--- src/hw/rtl/hrf_pkg.sv ---
package hrf_pkg;

	localparam int VALUE_BITS_DEF = 64;
	localparam int KEY_LENGTH = 14;
	localparam int QUEUE_DEPTH = 4;

	localparam logic [15:0] HEADER_LIMIT_RST = 16'd8192;
	localparam logic [30:0] BODY_LIMIT_RST = 31'd1048576;
	localparam logic [31:0] TERMINATOR = 32'h0D0A_0D0A;

	localparam logic [7:0] CHAR_CR = 8'h0D;

	// register index
	localparam logic REG_HEADER_LIMIT = 1'b0;
	localparam logic REG_BODY_LIMIT = 1'b1;

	typedef enum logic [2:0] {
		ST_PENDING = 3'd0,
		ST_COMPLETE = 3'd1,
		ST_HEADER_TOO_LARGE = 3'd2,
		ST_BODY_TOO_LARGE = 3'd3,
		ST_CLOSED = 3'd4
	} status_t;

	typedef enum logic [1:0] {
		PH_KEY = 2'd0,
		PH_SKIP = 2'd1,
		PH_VALUE = 2'd2,
		PH_IGNORE = 2'd3
	} line_phase_t;

	typedef struct packed {
		logic       is_colon;
		logic       is_space;
		logic       is_digit;
		logic       is_cr;
		logic       is_lf;
		logic [3:0] digit_val;
		logic [7:0] lc;
	} byte_class_t;

	typedef struct packed {
		logic        kind;
		logic [7:0]  data_byte;
		byte_class_t cls;
	} item_t;

	typedef struct packed {
		logic [3:0]  key_len;
		logic        key_match;
		line_phase_t phase;
		logic        digit_seen;
		logic        value_err;
		logic        key_found;
	} parse_ctl_t;

	localparam byte_class_t CR_CLASS = '{
		is_colon: 1'b0, is_space: 1'b0, is_digit: 1'b0, is_cr: 1'b1,
		is_lf: 1'b0, digit_val: 4'd0, lc: CHAR_CR};

	localparam parse_ctl_t CTL_RST = '{
		key_len: 4'd0, key_match: 1'b1, phase: PH_KEY,
		digit_seen: 1'b0, value_err: 1'b0, key_found: 1'b0};

	// lower-case text of the key
	function automatic logic [7:0] key_char(input logic [3:0] idx);
		logic [7:0] c;
		case (idx)
			4'd0: c = "c";
			4'd1: c = "o";
			4'd2: c = "n";
			4'd3: c = "t";
			4'd4: c = "e";
			4'd5: c = "n";
			4'd6: c = "t";
			4'd7: c = "-";
			4'd8: c = "l";
			4'd9: c = "e";
			4'd10: c = "n";
			4'd11: c = "g";
			4'd12: c = "t";
			4'd13: c = "h";
			default: c = 8'h00;
		endcase
		return c;
	endfunction

endpackage

--- src/hw/rtl/hrf_front.sv ---
module hrf_front
	import hrf_pkg::*;
(
	input  logic       clk,
	input  logic       arst_n,
	input  logic       in_valid,
	output logic       in_ready,
	input  logic       in_kind,
	input  logic [7:0] in_byte,
	output logic       push_valid,
	input  logic       push_ready,
	output item_t      push_item
);

	logic        valid_s1;
	item_t       item_s1;
	byte_class_t cls;

	always_comb begin
		cls = '0;
		cls.is_colon = (in_byte == ":");
		cls.is_space = (in_byte == " ");
		cls.is_cr = (in_byte == 8'h0D);
		cls.is_lf = (in_byte == 8'h0A);
		cls.is_digit = (in_byte inside {["0":"9"]});
		cls.digit_val = in_byte[3:0];
		if (in_byte inside {["A":"Z"]}) begin
			cls.lc = in_byte | 8'h20;
		end else begin
			cls.lc = in_byte;
		end
	end

	assign in_ready = !valid_s1 || push_ready;
	assign push_valid = valid_s1;
	assign push_item = item_s1;

	always_ff @(posedge clk or negedge arst_n) begin
		if (!arst_n) begin
			valid_s1 <= 1'b0;
		end else if (in_valid && in_ready) begin
			valid_s1 <= 1'b1;
		end else if (push_ready) begin
			valid_s1 <= 1'b0;
		end
	end

	always_ff @(posedge clk) begin
		if (in_valid && in_ready) begin
			item_s1.kind <= in_kind;
			item_s1.data_byte <= in_byte;
			item_s1.cls <= cls;
		end
	end

endmodule

--- src/hw/rtl/hrf_queue.sv ---
module hrf_queue
	import hrf_pkg::*;
(
	input  logic  clk,
	input  logic  arst_n,
	input  logic  push_valid,
	output logic  push_ready,
	input  item_t push_item,
	output logic  pop_valid,
	input  logic  pop_ready,
	output item_t pop_item
);

	localparam int PTR_W = $clog2(QUEUE_DEPTH);
	localparam int CNT_W = $clog2(QUEUE_DEPTH + 1);
	localparam logic [PTR_W-1:0] PTR_LAST = PTR_W'(QUEUE_DEPTH - 1);
	localparam logic [CNT_W-1:0] CNT_FULL = CNT_W'(QUEUE_DEPTH);

	item_t            mem_q [QUEUE_DEPTH];
	logic [PTR_W-1:0] wr_ptr_q;
	logic [PTR_W-1:0] rd_ptr_q;
	logic [CNT_W-1:0] count_q;
	logic             do_push;
	logic             do_pop;

	assign push_ready = (count_q != CNT_FULL);
	assign pop_valid = (count_q != '0);
	assign pop_item = mem_q[rd_ptr_q];
	assign do_push = push_valid && push_ready;
	assign do_pop = pop_valid && pop_ready;

	always_ff @(posedge clk or negedge arst_n) begin
		if (!arst_n) begin
			wr_ptr_q <= '0;
			rd_ptr_q <= '0;
			count_q <= '0;
		end else begin
			if (do_push) begin
				wr_ptr_q <= (wr_ptr_q == PTR_LAST) ? '0 : wr_ptr_q + 1'b1;
			end
			if (do_pop) begin
				rd_ptr_q <= (rd_ptr_q == PTR_LAST) ? '0 : rd_ptr_q + 1'b1;
			end
			if (do_push && !do_pop) begin
				count_q <= count_q + 1'b1;
			end else if (do_pop && !do_push) begin
				count_q <= count_q - 1'b1;
			end
		end
	end

	always_ff @(posedge clk) begin
		if (do_push) begin
			mem_q[wr_ptr_q] <= push_item;
		end
	end

endmodule

--- src/hw/rtl/hrf_back.sv ---
module hrf_back
	import hrf_pkg::*;
#(
	parameter int VALUE_BITS = VALUE_BITS_DEF
) (
	input  logic        clk,
	input  logic        arst_n,
	input  logic        pop_valid,
	output logic        pop_ready,
	input  item_t       pop_item,
	input  logic [15:0] header_limit,
	input  logic [30:0] body_limit,
	output logic        out_valid,
	input  logic        out_ready,
	output status_t     out_status,
	output logic [31:0] out_req_len,
	output logic [30:0] out_body_len
);

	localparam int PROD_W = VALUE_BITS + 4;

	// request state
	logic [31:0]            byte_count_q, byte_count_d;
	logic                   in_body_q, in_body_d;
	logic [31:0]            window_q, window_d;
	parse_ctl_t             ctl_q, ctl_d;
	logic [VALUE_BITS-1:0]  accum_q, accum_d;
	logic                   held_cr_q, held_cr_d;
	logic [31:0]            target_q, target_d;

	// result register
	logic                   out_valid_q;
	status_t                status_q, status_d;
	logic [31:0]            req_len_q, req_len_d;
	logic [30:0]            body_len_q, body_len_d;

	logic                   take;
	logic [31:0]            cnt1;
	logic [PROD_W-1:0]      prod;
	logic                   ovf;
	parse_ctl_t             ctl_a;
	logic                   feed_byte;
	logic [VALUE_BITS-1:0]  cl;
	logic                   term_hit;

	function automatic parse_ctl_t feed(input parse_ctl_t c, input byte_class_t b,
		input logic of);
		parse_ctl_t n;
		logic       val;
		n = c;
		val = 1'b0;
		case (c.phase)
			PH_KEY: begin
				if (b.is_colon) begin
					if (c.key_len == 4'(KEY_LENGTH) && c.key_match) begin
						n.key_found = 1'b1;
						n.phase = PH_SKIP;
					end else begin
						n.phase = PH_IGNORE;
					end
				end else if (c.key_len < 4'(KEY_LENGTH)) begin
					if (b.lc != key_char(c.key_len)) begin
						n.key_match = 1'b0;
					end
					n.key_len = c.key_len + 1'b1;
				end else begin
					n.key_len = 4'(KEY_LENGTH + 1);
				end
			end
			PH_SKIP: begin
				if (!b.is_space) begin
					n.phase = PH_VALUE;
					val = 1'b1;
				end
			end
			PH_VALUE: val = 1'b1;
			default: ;
		endcase
		if (val) begin
			if (b.is_digit) begin
				n.digit_seen = 1'b1;
				if (of) begin
					n.value_err = 1'b1;
				end
			end else begin
				n.value_err = 1'b1;
			end
		end
		return n;
	endfunction

	function automatic parse_ctl_t end_line(input parse_ctl_t c);
		parse_ctl_t n;
		n = c;
		if (c.key_found) begin
			n.phase = PH_IGNORE;
		end else begin
			n.phase = PH_KEY;
			n.key_len = '0;
			n.key_match = 1'b1;
		end
		return n;
	endfunction

	assign pop_ready = !out_valid_q || out_ready;
	assign take = pop_valid && pop_ready;
	assign out_valid = out_valid_q;
	assign out_status = status_q;
	assign out_req_len = req_len_q;
	assign out_body_len = body_len_q;

	// accum * 10 + digit, overflow when it leaves the value width
	assign prod = ({4'b0, accum_q} << 3) + ({4'b0, accum_q} << 1)
		+ {{VALUE_BITS{1'b0}}, pop_item.cls.digit_val};
	assign ovf = |prod[PROD_W-1:VALUE_BITS];
	assign cnt1 = byte_count_q + 32'd1;

	always_comb begin
		byte_count_d = byte_count_q;
		in_body_d = in_body_q;
		window_d = window_q;
		ctl_d = ctl_q;
		accum_d = accum_q;
		held_cr_d = held_cr_q;
		target_d = target_q;
		status_d = ST_PENDING;
		req_len_d = '0;
		body_len_d = '0;
		ctl_a = ctl_q;
		feed_byte = 1'b0;
		cl = '0;
		term_hit = 1'b0;

		if (pop_item.kind) begin
			status_d = ST_CLOSED;
		end else if (in_body_q) begin
			byte_count_d = cnt1;
			if (cnt1 >= target_q) begin
				status_d = ST_COMPLETE;
				req_len_d = target_q;
				body_len_d = accum_q[30:0];
			end
		end else begin
			byte_count_d = cnt1;
			window_d = {window_q[23:0], pop_item.data_byte};

			// a held CR either ends the line with this LF or is fed as a plain char
			held_cr_d = 1'b0;
			if (held_cr_q && pop_item.cls.is_lf) begin
				ctl_a = end_line(ctl_q);
			end else begin
				if (held_cr_q) begin
					ctl_a = feed(ctl_q, CR_CLASS, 1'b0);
				end
				if (pop_item.cls.is_cr) begin
					held_cr_d = 1'b1;
				end else begin
					feed_byte = 1'b1;
				end
			end
			ctl_d = feed_byte ? feed(ctl_a, pop_item.cls, ovf) : ctl_a;
			if (feed_byte && pop_item.cls.is_digit && !ctl_a.value_err && !ovf
				&& (ctl_a.phase == PH_VALUE
				|| (ctl_a.phase == PH_SKIP && !pop_item.cls.is_space))) begin
				accum_d = prod[VALUE_BITS-1:0];
			end

			if (ctl_d.key_found && ctl_d.digit_seen && !ctl_d.value_err) begin
				cl = accum_d;
			end
			term_hit = (cnt1 >= 32'd4) && (window_d == TERMINATOR);

			if (term_hit) begin
				if (cl > {{(VALUE_BITS-31){1'b0}}, body_limit}) begin
					status_d = ST_BODY_TOO_LARGE;
					body_len_d = (|cl[VALUE_BITS-1:31]) ? 31'h7FFF_FFFF : cl[30:0];
				end else begin
					target_d = cnt1 + cl[31:0];
					accum_d = cl;
					if (cl == '0) begin
						status_d = ST_COMPLETE;
						req_len_d = cnt1;
					end else begin
						in_body_d = 1'b1;
					end
				end
			end else if (cnt1 > {16'b0, header_limit}) begin
				status_d = ST_HEADER_TOO_LARGE;
			end
		end

		// any final status starts a fresh request
		if (status_d != ST_PENDING) begin
			byte_count_d = '0;
			in_body_d = 1'b0;
			window_d = '0;
			ctl_d = CTL_RST;
			accum_d = '0;
			held_cr_d = 1'b0;
			target_d = '0;
		end
	end

	always_ff @(posedge clk or negedge arst_n) begin
		if (!arst_n) begin
			byte_count_q <= '0;
			in_body_q <= 1'b0;
			window_q <= '0;
			ctl_q <= CTL_RST;
			accum_q <= '0;
			held_cr_q <= 1'b0;
			target_q <= '0;
			out_valid_q <= 1'b0;
		end else begin
			if (take) begin
				byte_count_q <= byte_count_d;
				in_body_q <= in_body_d;
				window_q <= window_d;
				ctl_q <= ctl_d;
				accum_q <= accum_d;
				held_cr_q <= held_cr_d;
				target_q <= target_d;
				out_valid_q <= 1'b1;
			end else if (out_ready) begin
				out_valid_q <= 1'b0;
			end
		end
	end

	always_ff @(posedge clk) begin
		if (take) begin
			status_q <= status_d;
			req_len_q <= req_len_d;
			body_len_q <= body_len_d;
		end
	end

endmodule

--- src/hw/rtl/http_request_framer.sv ---
// path: an accepted item passes the classify stage, a queue slot and the result register
// on its way to the output, and is held back while the output is stalled
// throughput: one item per cycle while the output is not stalled, set by the parse step in the back end
// reset: arst_n clears all request state, the queue and the output valid at once;
// the limit registers return to 8192 and 1048576, no clearing pass is needed
module http_request_framer
	import hrf_pkg::*;
#(
	parameter int VALUE_BITS = VALUE_BITS_DEF
) (
	input  logic        clk,
	input  logic        arst_n,
	// input items
	input  logic        s_axis_tvalid,
	output logic        s_axis_tready,
	input  logic [7:0]  s_axis_tdata,   // [7:0] data_byte
	input  logic        s_axis_tuser,   // [0] kind
	// result items
	output logic        m_axis_tvalid,
	input  logic        m_axis_tready,
	output logic [63:0] m_axis_tdata,   // [31:0] request_length, [62:32] body_length
	output logic [2:0]  m_axis_tuser,   // [2:0] status
	// register port
	input  logic        psel,
	input  logic        penable,
	input  logic        pwrite,
	input  logic [2:0]  paddr,
	input  logic [31:0] pwdata,
	output logic [31:0] prdata,
	output logic        pready
);

	// limit registers, to be written only while the block is idle; the block itself does not enforce this
	logic [15:0] header_limit_q;
	logic [30:0] body_limit_q;
	logic        reg_write;

	// front to queue, queue to back
	logic        push_valid;
	logic        push_ready;
	item_t       push_item;
	logic        pop_valid;
	logic        pop_ready;
	item_t       pop_item;

	status_t     res_status;
	logic [31:0] res_req_len;
	logic [30:0] res_body_len;

	assign pready = 1'b1;
	assign reg_write = psel && penable && pwrite && pready;

	// register index sits in address bit 2, one word per register
	always_ff @(posedge clk or negedge arst_n) begin
		if (!arst_n) begin
			header_limit_q <= HEADER_LIMIT_RST;
			body_limit_q <= BODY_LIMIT_RST;
		end else if (reg_write) begin
			case (paddr[2])
				REG_HEADER_LIMIT: header_limit_q <= pwdata[15:0];
				REG_BODY_LIMIT: body_limit_q <= pwdata[30:0];
				default: ;
			endcase
		end
	end

	always_comb begin
		case (paddr[2])
			REG_HEADER_LIMIT: prdata = {16'b0, header_limit_q};
			REG_BODY_LIMIT: prdata = {1'b0, body_limit_q};
			default: prdata = '0;
		endcase
	end

	// front: accept and classify each byte
	hrf_front u_front (
		.clk        (clk),
		.arst_n     (arst_n),
		.in_valid   (s_axis_tvalid),
		.in_ready   (s_axis_tready),
		.in_kind    (s_axis_tuser),
		.in_byte    (s_axis_tdata),
		.push_valid (push_valid),
		.push_ready (push_ready),
		.push_item  (push_item)
	);

	// short queue so front and back stall independently
	hrf_queue u_queue (
		.clk        (clk),
		.arst_n     (arst_n),
		.push_valid (push_valid),
		.push_ready (push_ready),
		.push_item  (push_item),
		.pop_valid  (pop_valid),
		.pop_ready  (pop_ready),
		.pop_item   (pop_item)
	);

	// back: header parse, length tracking and the result register
	hrf_back #(
		.VALUE_BITS (VALUE_BITS)
	) u_back (
		.clk          (clk),
		.arst_n       (arst_n),
		.pop_valid    (pop_valid),
		.pop_ready    (pop_ready),
		.pop_item     (pop_item),
		.header_limit (header_limit_q),
		.body_limit   (body_limit_q),
		.out_valid    (m_axis_tvalid),
		.out_ready    (m_axis_tready),
		.out_status   (res_status),
		.out_req_len  (res_req_len),
		.out_body_len (res_body_len)
	);

	assign m_axis_tuser = res_status;
	assign m_axis_tdata = {1'b0, res_body_len, res_req_len};

endmodule

--- config.mk ---
export PLATFORM = sky130hd
export DESIGN_NAME = http_request_framer
export DESIGN_NICKNAME = d
export VERILOG_FILES = /design/src/hw/rtl/hrf_pkg.sv /design/src/hw/rtl/hrf_front.sv /design/src/hw/rtl/hrf_queue.sv /design/src/hw/rtl/hrf_back.sv /design/src/hw/rtl/http_request_framer.sv
export SDC_FILE = /design/constraint.sdc
export NUM_CORES = 1
export LEC_CHECK = 0
export BUFFER_PORTS_ARGS = -buffer_cell sky130_fd_sc_hd__buf_2
export CORE_MARGIN = 4
export CORE_UTILIZATION = 59
export CTS_CLUSTER_SIZE = 20
export DETAILED_ROUTE_END_ITERATION = 8
export GPL_TIMING_DRIVEN = 0
export PLACE_DENSITY = 0.81
export REMOVE_ABC_BUFFERS = 1
export SLEW_MARGIN = 20
export SYNTH_ARGS = -nofsm -noshare
export SYNTH_HDL_FRONTEND = slang
export SYNTH_SLANG_ARGS = --single-unit
export TNS_END_PERCENT = 5
--- constraint.sdc ---
create_clock -name clk -period 16.2 [get_ports clk]
set_input_delay 3.24 -clock clk [delete_from_list [all_inputs] [get_ports clk]]
set_output_delay 3.24 -clock clk [all_outputs]
set_load 0.005 [all_outputs]
## After elaboration in Yosys (flattened, before gate mapping)

Memory sizes are Yosys's and may differ from the RTL's.
Cells that the tools add are included.
W data, S select, Z words.

- Memory bits (read-only): 224
- Input port bits: 51
- Memories: 3
- Bits in registers: 312
- Memory bits (writable): 104
- Logic and storage cells: 243

- Muxes and demuxes: 122
- Bitwise gates (word level): 1
- Equal/unequal tests: 18
- Reductions and logical operators: 47
- Add/subtract/negate cells: 10
- Magnitude comparators: 10

Memories:

| memory | depth | bits a word | rd ports | clocked after Yosys merged registers in | write ports | line | source |
|---|---|---|---|---|---|---|---|
| (name not given) | 16 | 7 | 1 | 0 | 0 | hrf_pkg.sv:68 | `case (idx)` |
| (name not given) | 16 | 7 | 1 | 0 | 0 | hrf_pkg.sv:68 |  |
| u_queue.mem_q | 4 | 26 | 1 | 0 | 1 | hrf_queue.sv:19 | `item_t mem_q [QUEUE_DEPTH];` |

Operator list:

| operator | number |
|---|---|
| $mux W64 | 9 |
| $mux W32 | 12 |
| $mux W31 | 5 |
| $mux W8 | 11 |
| $mux W10 | 8 |
| $mux W24 | 3 |
| $add A67 B65 Y68 | 1 |
| $add A68 B4 Y68 | 1 |
| $gt A64 B31 Y1 | 1 |
| $logic_not A64 Y1 | 1 |
| $pmux W32 S2 | 1 |
| $mux W1 | 44 |
| $reduce_or A33 Y1 | 1 |
| $add A32 B1 Y32 const B | 1 |
| $add A32 B32 Y32 | 1 |
| $eq A32 B28 Y1 const B | 1 |
| $ge A32 B3 Y1 const B | 1 |
| $ge A32 B32 Y1 | 1 |
| $gt A32 B16 Y1 | 1 |
| $mux W5 | 6 |
| $mux W2 | 13 |
| $logic_and A1 B1 Y1 | 19 |
| $mux W3 | 6 |
| $eq A8 B4 Y1 const B | 2 |
| 32 further kinds | 58 |

## Logic depth before layout (Yosys ltp)

- Depth after elaboration: 43
- Depth in mapped cells: 42
- Depth with buffers taken out: 35

## Modules after synthesis

A second synthesis with hierarchy kept.

- Cell total of the unflattened synthesis: 2,786
- Area, all modules: 27,568.9 um^2

Modules (own cells, without submodules):

| module | cells each | area each (um^2) | times used |
|---|---|---|---|
| hrf_back | 2,425 | 20,571.0 | 1 |
| hrf_queue | 173 | 4,241.6 | 1 |
| http_request_framer | 139 | 2,077.0 | 1 |
| hrf_front | 49 | 679.4 | 1 |

## Worst setup path after synthesis

No wires, ideal clock.

- Path kind: register -> register
- Start point: register u_queue.rd_ptr_q[0]
- End point: register u_back.accum_q[61]
- Arrival: 8.521 ns
- Cell stages (with the launch flop): 43
- Clock period less this slack: 8.587 ns
- Path slack: 7.613 ns
- Cells stage by stage: dfrtp_1 -> buf_2 -> buf_1 -> mux4_2 -> inv_1 -> fa_1 -> inv_1 -> ha_1 -> a21oi_1 -> nand4b_1 -> a21o_1 -> a211oi_1 -> or3_1 -> buf_2 -> a41oi_1 -> o41a_1 -> o2111ai_2 -> clkbuf_1 -> [7 not listed] -> o21ai_0 -> nand2b_1 -> a21oi_1 -> nor2b_1 -> o21ai_0 -> nand2b_1 -> a21oi_1 -> o311ai_0 -> a21oi_1 -> o21ai_2 -> o31ai_4 -> nand2_2 -> or4_4 -> buf_6 -> nor2_8 -> buf_12 -> buf_12 -> a22o_1

- Cells in the longest elaborated chain, start to end: 27

RTL lines:

| element | line | source |
|---|---|---|
| start: declaration | hrf_queue.sv:21 | `logic [PTR_W-1:0] rd_ptr_q;` |
| start signal: assignment | hrf_queue.sv:42 | `rd_ptr_q <= (rd_ptr_q == PTR_LAST) ? '0 : rd_ptr_q + 1'b1;` |
| $mem_v2 Z4 W26 * | n/a |  |
| parallel branches: the longest is 22 deep, another holds $add A68 B4 Y68 | n/a |  |
| $mux W3 * | hrf_back.sv:134 | `if (pop_item.kind) begin` |
| via u_back.status_d[0] | hrf_back.sv:33 | `status_t status_q, status_d;` |
| $reduce_bool A3 Y1 * | hrf_back.sv:193 | `if (status_d != ST_PENDING) begin` |
| $ne A2 B2 Y1 (no line) or $ne A2 B1 Y1 (tied branches) | n/a |  |
| $reduce_and A3 Y1 (no line) | n/a |  |
| end signal: assignment | hrf_back.sv:220 | `accum_q <= accum_d;` |
| end: declaration | hrf_back.sv:27 | `logic [VALUE_BITS-1:0] accum_q, accum_d;` |

Mark *: on every way through the listed nets, which the timed path passes. The select of a mux whose other input is x is not followed.
A chain may end at the register's enable or synchronous reset.

## Worst setup path after layout

- Start point: register u_queue.rd_ptr_q[0]
- End point: register u_back.req_len_q[1], in the netlist u_back.out_req_len[1], data pin

- Cells in the longest elaborated chain, start to end: 23

RTL lines:

| element | line | source |
|---|---|---|
| $mem_v2 Z4 W26 * | n/a |  |
| parallel branches: the longest is 22 deep, another holds $add A68 B4 Y68 | n/a |  |
| end signal: assignment | hrf_back.sv:233 | `req_len_q <= req_len_d;` |
| end: declaration | hrf_back.sv:34 | `logic [31:0] req_len_q, req_len_d;` |

Mark *: on every way between the ends. The select of a mux whose other input is x is not followed.

==> results.json <==
{
  "fmax_mhz": 91.5,
  "synthCells": 2595,
  "io_buffers": 146,
  "area_delta_synth_final_pct": 10.7,
  "power_density_nw_per_um2": 115,
  "synth_top_cells_by_area": "dfrtp_1 22%, edfxtp_1 17%, ha_1 13%",
  "cts_tree": "done",
  "report.final.setup_viol": 0,
  "clk_pin_slew_ns": 0.06,
  "place_ws_ns": 5.25,
  "rsz0062_at_grt": "false",
  "r2r_cells": 30,
  "firstDrtPassIters": 6,
  "power_mw": 3.18,
  "die_w_um": 214,
  "p_clk_frac": 0.307,
  "synth_most_common_cell": "ha_1",
  "cts_inserted_buffers": 42,
  "p_comb_frac": 0.305,
  "skew_ns": 0.0209,
  "die_h_um": 214,
  "dp_hpwl_um": 52300,
  "grt_max_degree": 90,
  "drc_errors": 0,
  "antenna_found_initial": 1,
  "synthFlopType": "dfrtp_1",
  "holdWs_ns": 0.490,
  "post_cts_resized": 0,
  "gp_congestion": 0.984,
  "worstHoldEndpoint": "u_queue.mem_q[3][5]",
  "avgSynthCellArea_um2": 9.66,
  "worst_slack_ns": 5.27,
  "crit_path_start_kind": "register",
  "cts_buffer_depth": 3,
  "cp-end-kind": "register",
  "p_sw_mw": 1.11,
  "synthArstFlopShare": 0.609,
  "synth_warnings": 0,
  "initial_core_util": 0.597,
  "required_ns": 16.44,
  "drt_iter0_markers": 1836,
  "diodes": 0,
  "finalSetupTns_ns": 0,
  "drv_cap": 0,
  "critical_path.slowest_cell": "nor4_1",
  "synth_seq_cells": 361,
  "timing.rr.end": "u_back.out_req_len[1]",
  "root_buffer": "clkbuf_16",
  "critical_path.max_stage_delay_ns": 0.91,
  "drive_gt1_frac": 0.125,
  "post_cts_buffers": 0,
  "crit_type": "register to register",
  "maxSlewViolCount": 0,
  "coreArea_um2": 41900,
  "clkSinkCount": 361,
  "hold_violations": 0,
  "hp-class": "register to register",
  "rr_startpoint": "u_queue.rd_ptr_q[0]",
  "synth_commonest_cells": "257 x ha_1, 245 x nand2_1, 217 x dfrtp_1",
  "via_per_inst": 6.45,
  "ir_drop_uv": 126,
  "wl_um": 70500,
  "synth_top_area_frac": 0.217,
  "netlist_area_um2": 25100,
  "tightest_slew_ns": 1.16,
  "r2r_slack_ns": 5.27,
  "vias": 21028,
  "cp_data_arrival_time_ns": 11.17,
  "grt_use_total": 0.301,
  "p_sw_frac": 0.350,
  "grt_remaining_overflow": 0,
  "finalCritPeriodShare": 0.675,
  "die_area_um2": 45800,
  "cp_max_fo": 20,
  "rows": 75,
  "wl_per_cell_um": 21.6,
  "cts-htree-levels": 2,
  "nets": 2999,
  "seq_power_share": 0.388,
  "power.internal_mw": 2.07,
  "first_global_vias": 20745,
  "yosys.area.top_type": "dfrtp_1",
  "slew_headroom": 0.218,
  "utilization": 0.661,
  "hold_depth": 0,
  "grt_pass1_wl_um": 113000,
  "cts_hold_buf": 0,
  "yosysSeqAreaShare": 0.389,
  "status": "finished clean",
  "min_from": "u_front.push_item[5]",
  "num_io_pins": 153,
  "leakagePower_nw": 12.9,
  "synth_edf_count": 141,
  "finalCriticalPeriod_ns": 10.93,
  "antenna_left": 0,
  "yosysUniqueCellTypes": 98,
  "clock_latency_ns": 0.60
}
[kinds of logic (layout without fill, tap and decap cells)]
| kind of cell | after synthesis | count (layout) | share of synthesized area |
|---|---|---|---|
| fa+ha+maj | 262 | 262 | 0.132 |
| compound gates | 735 | 735 | 0.195 |
| xor+xnor | 123 | 123 | 0.0430 |
| simple gates | 741 | 741 | 0.147 |
| buf+inv | 273 | 398 | 0.0451 |
| flops | 361 | 361 | 0.389 |
| mux | 98 | 98 | 0.0492 |
| other cells | 2 | 3 | 0.000300 |
[layout make-up]
| cell class | count | area, µm² |
|---|---|---|
| Clock inverter | 21 | 259 |
| Sequential cell | 361 | 9740 |
| Inverter | 156 | 588 |
| Fill cell | 3298 | 14200 |
| Tap cell | 539 | 674 |
| Multi-Input combinational cell | 1962 | 14300 |
| Clock buffer | 57 | 1150 |
| Timing Repair Buffer | 164 | 1070 |
[per-stage QoR]
| step | instance area [µm²] | cells |
|---|---|---|
| 4_1_cts | 27700 | 3260 |
| 3_5_place_dp | 26300 | 3182 |
| 3_3_place_gp | 25900 | 3164 |
| 6_report | 27700 | 3260 |
| 5_1_grt | 27700 | 3260 |
| 2_1_floorplan | 24500 | 2479 |
[flip-flops by register name (all words and copies together) (netlist names), 24 cells and up]
| name | count |
|---|---|
| body_limit_q | 31 |
| u_back.out_req_len | 32 |
| u_back.byte_count_q | 32 |
| u_back.accum_q | 64 |
| u_back.out_body_len | 31 |
| u_back.target_q | 32 |
| u_back.window_q | 24 |
| u_queue.mem_q | 60 |
[power groups by stage]
stage	combinational [mW]	sequential, mW	clock (mW)
6_report	0.971	1.23	0.977
5_1_grt	1.06	1.25	1.03
4_1_cts	0.961	1.23	0.991
3_5_place_dp	0.951	1.25	0
3_3_place_gp	0.868	1.24	0
2_1_floorplan	0.595	1.22	0
[layer usage]
layer	up-vias	track usage	share of wire
li1	9816	-	-
met1	10195	0.416	0.43
met2	844	0.480	0.45
met3	171	0.0601	0.080
met4	2	0.103	0.034
met5	-	0	0.00018
[worst max-delay path, delay by kind of cell (launching register included)]
family                   cells  cell delay, ns
AO/OA/AOI/OAI               12            3.40
flip-flops                   1            0.72
multiplexers                 1            0.64
buffers and inverters        5            1.34
adder cells (fa/ha/maj)      3            1.00
AND/OR/NAND/NOR              9            3.43
[cells in the final DEF (no fill, tap or decap), types with 21 or more instances in the layout]
master | Yosys | routed
a211oi_1 | 21 | 21
a21o_1 | 53 | 51
a21oi_1 | 160 | 160
a22o_1 | 122 | 122
and2_1 | 36 | 35
buf_2 | 20 | 146
clkbuf_16 | 0 | 43
dfrtp_1 | 217 | 216
edfxtp_1 | 141 | 141
ha_1 | 257 | 257
inv_1 | 154 | 153
mux2_2 | 51 | 51
mux2i_1 | 32 | 32
nand2_1 | 245 | 245
nand2b_1 | 25 | 25
nand3_1 | 70 | 70
nand4_1 | 48 | 48
nor2_1 | 137 | 137
nor2b_1 | 29 | 28
nor3_1 | 31 | 31
nor4_1 | 36 | 35
o21ai_0 | 184 | 184
o22ai_1 | 27 | 27
o31ai_1 | 23 | 22
xnor2_1 | 71 | 71
xor2_1 | 52 | 52
[worst max-delay path by stage]
stage | from | endpoint | slack, ns | cells past startpoint
3_5_place_dp | u_queue.rd_ptr_q[0] | u_back.out_req_len[1] | 5.25 | 30
3_3_place_gp | u_queue.rd_ptr_q[0] | u_back.accum_q[45] | 0.62 | 33
5_1_grt | u_queue.rd_ptr_q[0] | u_back.out_req_len[1] | 4.96 | 30
4_1_cts | u_queue.rd_ptr_q[0] | u_back.out_req_len[1] | 5.18 | 30
6_report | u_queue.rd_ptr_q[0] | u_back.out_req_len[1] | 5.27 | 30
2_1_floorplan | u_queue.rd_ptr_q[0] | u_back.accum_q[45] | 5.69 | 34
Note: power is estimated with default switching activity, not from simulation.
